[src/hdl/ppfe_pkg.sv]
// Shared types, codes and arithmetic helpers for the pose-point factor evaluator.
package ppfe_pkg;

    localparam int unsigned VW = 32;
    localparam int unsigned OW = 33;
    localparam int unsigned PW = 66;
    localparam int unsigned FW = 50;
    localparam int unsigned SW = 53;
    localparam int unsigned CW = 48;

    localparam logic [1:0] CMD_POSE = 2'd0;
    localparam logic [1:0] CMD_LMK  = 2'd1;
    localparam logic [1:0] CMD_OBS  = 2'd2;

    localparam logic [2:0] REG_INFO_XX     = 3'd0;
    localparam logic [2:0] REG_INFO_XY     = 3'd1;
    localparam logic [2:0] REG_INFO_XZ     = 3'd2;
    localparam logic [2:0] REG_INFO_YY     = 3'd3;
    localparam logic [2:0] REG_INFO_YZ     = 3'd4;
    localparam logic [2:0] REG_INFO_ZZ     = 3'd5;
    localparam logic [2:0] REG_POINT_FIRST = 3'd6;

    // dot product schedule
    localparam logic [3:0] OP_RES_LAST = 4'd2;
    localparam logic [3:0] OP_W_FIRST  = 4'd3;
    localparam logic [3:0] OP_W_LAST   = 4'd5;
    localparam logic [3:0] OP_S        = 4'd6;
    localparam logic [3:0] OP_JAC_LAST = 4'd15;

    localparam logic [1:0] ROW_LAST = 2'd2;

    typedef struct packed {
        logic       load_pose;
        logic       load_lmk;
        logic       load_obs;
        logic       calc_diff;
        logic       mul;
        logic       acc;
        logic [3:0] op;
        logic [1:0] row;
    } t_dp_cmd;

    function automatic logic signed [VW-1:0] sat32(input logic signed [SW-1:0] x);
        logic signed [VW-1:0] y;
        if (x > 53'sd2147483647) begin
            y = 32'sh7FFF_FFFF;
        end else if (x < -53'sd2147483648) begin
            y = 32'sh8000_0000;
        end else begin
            y = x[VW-1:0];
        end
        return y;
    endfunction

    function automatic logic signed [FW-1:0] floor16(input logic signed [PW-1:0] p);
        return p[PW-1:16];
    endfunction

endpackage

[src/hdl/ppfe_ctrl.sv]
// Sequencer for loads, the dot-product schedule and result row emission.
module ppfe_ctrl import ppfe_pkg::*; (
    input  logic       i_clk,
    input  logic       i_rst_n,
    input  logic       i_valid,
    input  logic [1:0] i_cmd,
    input  logic [1:0] i_row,
    output logic       o_stall,
    output logic       o_valid,
    input  logic       i_stall,
    output t_dp_cmd    o_cmd
);

    typedef enum logic [2:0] {S_IDLE, S_DIFF, S_MUL, S_ACC, S_EMIT} t_state;

    t_state     r_state;
    logic [3:0] r_op;
    logic [1:0] r_row;
    logic       r_valid;
    logic       acc_in;

    assign acc_in  = i_valid && (r_state == S_IDLE);
    assign o_stall = (r_state != S_IDLE);
    assign o_valid = r_valid;

    always_comb begin
        o_cmd           = '0;
        o_cmd.load_pose = acc_in && (i_cmd == CMD_POSE) && (i_row <= ROW_LAST);
        o_cmd.load_lmk  = acc_in && (i_cmd == CMD_LMK);
        o_cmd.load_obs  = acc_in && (i_cmd == CMD_OBS);
        o_cmd.calc_diff = (r_state == S_DIFF);
        o_cmd.mul       = (r_state == S_MUL);
        o_cmd.acc       = (r_state == S_ACC);
        o_cmd.op        = r_op;
        o_cmd.row       = r_row;
    end

    always_ff @(posedge i_clk) begin
        if (!i_rst_n) begin
            r_state <= S_IDLE;
            r_op    <= '0;
            r_row   <= '0;
            r_valid <= 1'b0;
        end else begin
            unique case (r_state)
                S_IDLE: begin
                    if (acc_in && (i_cmd == CMD_OBS)) begin
                        r_state <= S_DIFF;
                    end
                end
                S_DIFF: begin
                    r_op    <= '0;
                    r_state <= S_MUL;
                end
                S_MUL: r_state <= S_ACC;
                S_ACC: begin
                    if (r_op == OP_JAC_LAST) begin
                        r_row   <= '0;
                        r_valid <= 1'b1;
                        r_state <= S_EMIT;
                    end else begin
                        r_op    <= r_op + 4'd1;
                        r_state <= S_MUL;
                    end
                end
                S_EMIT: begin
                    if (!i_stall) begin
                        if (r_row == ROW_LAST) begin
                            r_valid <= 1'b0;
                            r_state <= S_IDLE;
                        end else begin
                            r_row <= r_row + 2'd1;
                        end
                    end
                end
                default: r_state <= S_IDLE;
            endcase
        end
    end

    a_valid_only_emit: assert property (@(posedge i_clk) disable iff (!i_rst_n)
        r_valid |-> (r_state == S_EMIT)) else $error("result valid outside emit");
    a_row_range: assert property (@(posedge i_clk) disable iff (!i_rst_n)
        r_valid |-> (r_row <= ROW_LAST)) else $error("row out of range");
    a_busy_stall: assert property (@(posedge i_clk) disable iff (!i_rst_n)
        (r_state == S_MUL) |-> o_stall) else $error("input open while busy");
    a_reset_quiet: assert property (@(posedge i_clk)
        !i_rst_n |=> !r_valid) else $error("valid after reset");

endmodule

[config.mk]
export PLATFORM = sky130hd
export DESIGN_NAME = ppfe_ctrl
export DESIGN_NICKNAME = d
export VERILOG_FILES = /design/src/hdl/ppfe_pkg.sv /design/src/hdl/ppfe_ctrl.sv
export SDC_FILE = /design/constraint.sdc
export NUM_CORES = 1
export LEC_CHECK = 0
export BUFFER_PORTS_ARGS = -buffer_cell sky130_fd_sc_hd__buf_2
export CORE_AREA = 2 2 39 41
export CTS_CLUSTER_DIAMETER = 80
export DETAILED_ROUTE_END_ITERATION = 8
export DIE_AREA = 0 0 41 43
export PLACE_DENSITY_LB_ADDON = 0.05
export SYNTH_ARGS = -nofsm -noshare
export SYNTH_HDL_FRONTEND = slang
export SYNTH_SLANG_ARGS = --single-unit
export TNS_END_PERCENT = 10
[constraint.sdc]
create_clock -name i_clk -period 1.7 [get_ports i_clk]
set_input_delay 0 -clock i_clk [delete_from_list [all_inputs] [get_ports i_clk]]
set_output_delay 0 -clock i_clk [all_outputs]
set_load 0.01 [all_outputs]
-- Word level (Yosys, flattened, before mapping)
Index checks and enable logic that the tools add are counted.
- $add $sub $neg: 2
- $lt $le $gt $ge: 1
- equality and inequality tests: 14
- mux-type cells: 15
- reduce and logical (&&, ||, !) cells: 14
- operators with widths (cell ; number):
    3-bit case mux with 5 select lines ; 1
    3-bit two-way mux ; 4
    2-bit inequality test, second input constant ; 5
    4-bit case mux with 2 select lines ; 1
    4-bit AND reduction ; 2
    3-bit by 2-bit equality test with 1-bit output, second input constant ; 2
    2-bit two-way mux ; 3
    1-bit logical AND ; 5
    4-bit by 1-bit adder with 4-bit output, second input constant ; 1
    2-bit equality test, second input constant ; 2
    4-bit equality test, second input constant ; 1
    4-bit two-way mux ; 1
    2-bit case mux with 2 select lines ; 1
    2-bit nonzero test ; 2
    3-bit by 1-bit equality test with 1-bit output, second input constant ; 1
    3-bit equality test, second input constant ; 1
    3-bit zero test ; 1
    1-bit two-way mux ; 3
    3-bit AND reduction ; 1
    3-bit nonzero test ; 1
    2-bit by 1-bit adder with 2-bit output, second input constant ; 1
    2-bit by 1-bit equality test with 1-bit output, second input constant ; 1
    2-bit less-or-equal comparator, second input constant ; 1
    2-bit zero test ; 1
    3 further kinds ; 3
- register bits after elaboration: 10
- bits of input ports: 8
- output and inout bits: 14
- logic and storage cells: 50

-- Longest topological paths before layout
- depth after elaboration: 5
- gate-level depth with buffers: 5
- mapped depth without buffers: 5

-- Least setup slack after synthesis
No wires, ideal clock.
- kind: flip-flop to flip-flop
- from: reg r_op[0]
- to: reg r_op[1]
- setup time: 70 ps
- arrival time: 1439 ps
- required time: 1630 ps
- path slack: 191 ps
- stages on the path, launching flop included: 5
- path buffers: 0
- clock period less this slack: 1509 ps
- path through: dfxtp_1 -> ha_1 -> and4_1 -> or4b_1 -> a21oi_1
- cells in the longest elaborated chain, start to end: 3
- elaborated cells on any way between the ends: 6
- classes of those cells: 1 x add/sub; 2 x eq/ne; 2 x mux; 1 x reduce/logical
- RTL lines (what ; RTL line ; text):
    start: declaration ; ppfe_ctrl.sv:17 ; logic [3:0] r_op;
    start signal: assignment ; ppfe_ctrl.sv:62 ; r_op <= r_op + 4'd1;
    4-bit by 1-bit adder with 4-bit output / 4-bit equality test (equally long branches) ; ppfe_ctrl.sv:62, ppfe_ctrl.sv:57 ;
    4-bit two-way mux / 2-bit inequality test (equally long branches) ; n/a ;
    4-bit case mux with 2 select lines / 2-bit AND reduction (equally long branches) ; n/a ;
Several ways; a longest one is shown, not always the timed one. The select of a mux whose other input is x is not followed.
A chain may end at the register's enable or synchronous reset.

-- Worst setup path after layout
Ends and elaborated chain as after synthesis.

==> qor.txt <==
Post-Synthesis Cells - 61
Startpoint-to-endpoint class of the critical path - reg2reg
Total via count after detailed routing - 552
Synth warn - 0
Worst setup EP type - register
Top cells by area, synth - sky130_fd_sc_hd__dfxtp_1, sky130_fd_sc_hd__a21oi_1, sky130_fd_sc_hd__ha_1
Buffers and inverters on the worst path - 0
H-tree Lvls - 1
Maximum net fanout on the critical path - 5
Aggregate negative setup slack - 0 ns
Kind of cell adding the most delay to the critical path - simple AND/OR/NAND/NOR gates
Mean instance size in the synthesized netlist - 9.005 um2
Post-DP HPWL - 955.4 um
Area share of the largest cell type after synthesis - 0.3645
Switching power summed over all nets - 106.6 uW
Proportion of total power due to net switching - 0.2404
Count of unique library cells instantiated by Yosys - 30
Number of global-route vias before repair - 517
Clock tree buffer depth - 2
Worst reg2reg startpoint - r_op[0]$_SDFFE_PN0P_
Setup violation total in the final timing report - 0
Reg2Reg Setup Slack - 0.13 ns
Number of rows in the core area - 14
Setup repair after global routing missed its margin - false
Synthesized netlist net count - 71
Clock tree skew after final layout - 0.005123 ns
Area of the core - 1384 um2
Portion of total power attributed to combinational logic - 0.093
Arrival time at the worst endpoint - 1.78 ns
Least-Margin Pin Slew - 0.4063 ns
Sink count of the clock tree - 10
Global route overflow - 0
Sequential-to-total area share from yosys stat - 0.3645
Die X-Extent - 41 um
Nets - 97
Largest net degree at the start of global routing - 8
1st-pass router iterations - 3
Clock Latency Late Sink - 0.27 ns
Post-synthesis sequential element count - 10
Instance count on the critical path - 4
Fin util - 0.5036
Cell area after synthesis - 549.3 um2
GP Congestion - 0.6975
Result of the run - complete, no violations
CTS tree - yes
Diode count - 0
Worst rel slew slack - 0.7263
F_max - 636.6 MHz
Delay of the slowest cell on the worst path - 0.51 ns
Total length of routed wires - 1218 um
Internal Pwr Total - 336.8 uW
Port-buffer cells - 21
Power per Cell Area - 636.1 nW/um2
CP Cell Sequence - ha_1 -> and4_1 -> or4b_1 -> a21oi_1
Endpoint of the most critical register-to-register path - r_op[1]$_SDFFE_PN0P_
Minimum clock period after layout - 1.571 ns
Portion of total power attributed to sequential cells - 0.539
Cell type contributing the most total cell area after synthesis - sky130_fd_sc_hd__dfxtp_1
Post-CTS sizing - 0
Number of buffers inserted for hold repair after clock tree synthesis - 0
Worst hold slack after final layout - 0.04171 ns
Top-Level Pins - 22
Library cell used as clock root buffer - sky130_fd_sc_hd__clkbuf_4
Antenna violations before repair - 0
Share of layout cells above drive strength 1 - 0.3647
Remaining number of nets flagged by the antenna check after routing - 0
Number of design-rule violations left by the first detailed-router iteration - 10
R2R depth - 4
Fraction of the cycle the final worst path needs - 0.9240
Max Transition Viols Final - 0
Clock share of power - 0.368
Global-route wire length before repair - 1966 um
Remaining DRCs - 0
Hold violation total from the final report - 0
Nature of the critical path startpoint - register
Type of the worst min-delay path - in2reg
Y dimension of the die - 43 um
Post-detailed-route via-to-cell ratio - 5.465
Clock Pin Slew Worst Setup and Hold Paths - 0.07 ns
Startpoint of the worst setup timing path - r_op[0]$_SDFFE_PN0P_
Post-DR wirelength/cell - 12.06 um
Postcts setup bufs - 0
Overall Global Routing Usage - 0.1680
Worst ir drop on vdd - 0.4106 mV
Effective utilization at floorplan - 0.3969
Count of maximum capacitance violations - 0
Timing endpoint of the critical path - r_op[1]$_SDFFE_PN0P_
Die Outline Area - 1763 um2
Data required time at the worst endpoint - 1.91 ns
Area growth syn-to-layout - 26.88%
Clock buffers created by TritonCTS - 3
Cell with the largest stage delay on the worst path - sky130_fd_sc_hd__or4b_1
LEAKAGE - 0.0003371 uW
[per-layer routing]
metal / wire length (um) / vias up / GRT usage / share of wire
met5: 0 / - / 0 / 0
met4: 22 / 0 / 0.1200 / 0.018
met3: 62 / 3 / 0.05236 / 0.051
met2: 580 / 18 / 0.2563 / 0.48
met1: 553 / 249 / 0.1845 / 0.45
li1: - / 282 / - / -
[area by class of cell]
class | count | area (um2)
Fill cell | 146 | 686.9
Multi-Input combinational cell | 46 | 330.3
Sequential cell | 10 | 200.2
Timing Repair Buffer | 21 | 105.1
Clock buffer | 3 | 22.52
Tap cell | 16 | 20.02
Inverter | 5 | 18.77
[logic make-up (layout without fill, tap and decap cells)]
family                   count (synthesis)  in the layout  share of synthesized area
buffers and inverters                    5             29                    0.03417
adder cells (fa/ha/maj)                  2              2                    0.04555
AND/OR/NAND/NOR                         27             27                     0.3326
AO/OA/AOI/OAI                           17             17                     0.2233
flip-flops                              10             10                     0.3645
[worst min path at each step]
stage            start                    to  slack [ns]  depth (start not counted)
3_3_place_gp   i_rst_n  o_valid$_SDFFE_PN0P_        0.33                          2
6_report       i_rst_n  o_valid$_SDFFE_PN0P_        0.04                          2
2_1_floorplan  i_rst_n  o_valid$_SDFFE_PN0P_        0.15                          1
5_1_grt        i_rst_n  o_valid$_SDFFE_PN0P_        0.04                          2
4_1_cts        i_rst_n  o_valid$_SDFFE_PN0P_        0.04                          2
3_5_place_dp   i_rst_n  o_valid$_SDFFE_PN0P_        0.32                          2
[power by group through the flow]
stage / registers [uW] / clock network [uW] / logic, uW
after global placement: 244 / 0 / 40.8
after CTS: 239 / 168 / 41.7
after global routing: 239 / 180 / 45.6
after floorplan: 244 / 0 / 20.8
after detailed placement: 244 / 0 / 41.5
final: 239 / 163 / 41.2
[state kept, by name (all words and copies together), names as in the netlist]
| register | flops |
|---|---|
| o_valid | 1 |
| r_state | 3 |
| r_row | 2 |
| r_op | 4 |
[cells in the mapped netlist]
master	n
sky130_fd_sc_hd__a211oi_1	1
sky130_fd_sc_hd__a21oi_1	5
sky130_fd_sc_hd__and2_1	1
sky130_fd_sc_hd__and2b_2	1
sky130_fd_sc_hd__and3_1	2
sky130_fd_sc_hd__and3b_1	1
sky130_fd_sc_hd__and4_1	1
sky130_fd_sc_hd__and4b_1	2
sky130_fd_sc_hd__dfxtp_1	10
sky130_fd_sc_hd__ha_1	2
sky130_fd_sc_hd__inv_1	5
sky130_fd_sc_hd__nand2_1	3
sky130_fd_sc_hd__nand2b_1	2
sky130_fd_sc_hd__nand3_1	2
sky130_fd_sc_hd__nand3b_1	1
sky130_fd_sc_hd__nor2_1	2
sky130_fd_sc_hd__nor3_1	3
sky130_fd_sc_hd__nor3b_1	1
sky130_fd_sc_hd__o21ai_0	4
sky130_fd_sc_hd__o21ba_2	2
sky130_fd_sc_hd__o221a_2	1
sky130_fd_sc_hd__o22ai_1	1
sky130_fd_sc_hd__o31ai_1	1
sky130_fd_sc_hd__o32ai_1	1
sky130_fd_sc_hd__o32ai_2	1
sky130_fd_sc_hd__or3_1	1
sky130_fd_sc_hd__or3_4	1
sky130_fd_sc_hd__or3b_4	1
sky130_fd_sc_hd__or4_1	1
sky130_fd_sc_hd__or4b_1	1
[worst register-to-register path, cell delays in order (launching register included)]
cell and delay (ns):
sky130_fd_sc_hd__dfxtp_1 0.34, sky130_fd_sc_hd__ha_1 0.26, sky130_fd_sc_hd__and4_1 0.27, sky130_fd_sc_hd__or4b_1 0.51, sky130_fd_sc_hd__a21oi_1 0.14
[cell usage in the layout, fill, tap and decap left out]
| cell type | n |
|---|---|
| sky130_fd_sc_hd__nor3_1 | 3 |
| sky130_fd_sc_hd__o21ba_2 | 2 |
| sky130_fd_sc_hd__clkbuf_4 | 3 |
| sky130_fd_sc_hd__nor2_1 | 2 |
| sky130_fd_sc_hd__nand2b_1 | 2 |
| sky130_fd_sc_hd__or4b_1 | 1 |
| sky130_fd_sc_hd__and3_1 | 2 |
| sky130_fd_sc_hd__a211oi_1 | 1 |
| sky130_fd_sc_hd__inv_1 | 5 |
| sky130_fd_sc_hd__ha_1 | 2 |
| sky130_fd_sc_hd__o32ai_2 | 1 |
| sky130_fd_sc_hd__dfxtp_1 | 10 |
| sky130_fd_sc_hd__and2b_2 | 1 |
| sky130_fd_sc_hd__nand3b_1 | 1 |
| sky130_fd_sc_hd__o221a_2 | 1 |
| sky130_fd_sc_hd__or3b_4 | 1 |
| sky130_fd_sc_hd__and4b_1 | 2 |
| sky130_fd_sc_hd__o32ai_1 | 1 |
| sky130_fd_sc_hd__or3_4 | 1 |
| sky130_fd_sc_hd__and2_1 | 1 |
| sky130_fd_sc_hd__o31ai_1 | 1 |
| sky130_fd_sc_hd__and3b_1 | 1 |
| sky130_fd_sc_hd__or4_1 | 1 |
| sky130_fd_sc_hd__a21oi_1 | 5 |
| sky130_fd_sc_hd__o22ai_1 | 1 |
| sky130_fd_sc_hd__buf_2 | 21 |
| sky130_fd_sc_hd__o21ai_0 | 4 |
| sky130_fd_sc_hd__nor3b_1 | 1 |
| sky130_fd_sc_hd__and4_1 | 1 |
| sky130_fd_sc_hd__or3_1 | 1 |
| sky130_fd_sc_hd__nand2_1 | 3 |
| sky130_fd_sc_hd__nand3_1 | 2 |
[metrics by stage]
stage	power, uW	cells	worst slack (ns)	area, um2
after floorplan	264.4	61	0.1913	549.3
after global placement	285.0	98	0.1864	674.4
after detailed placement	285.7	98	0.1493	674.4
after CTS	448.4	101	0.1346	696.9
after global routing	465.0	101	0.08131	696.9
final	443.3	101	0.1292	696.9
Note: power is estimated with default switching activity, not from simulation.
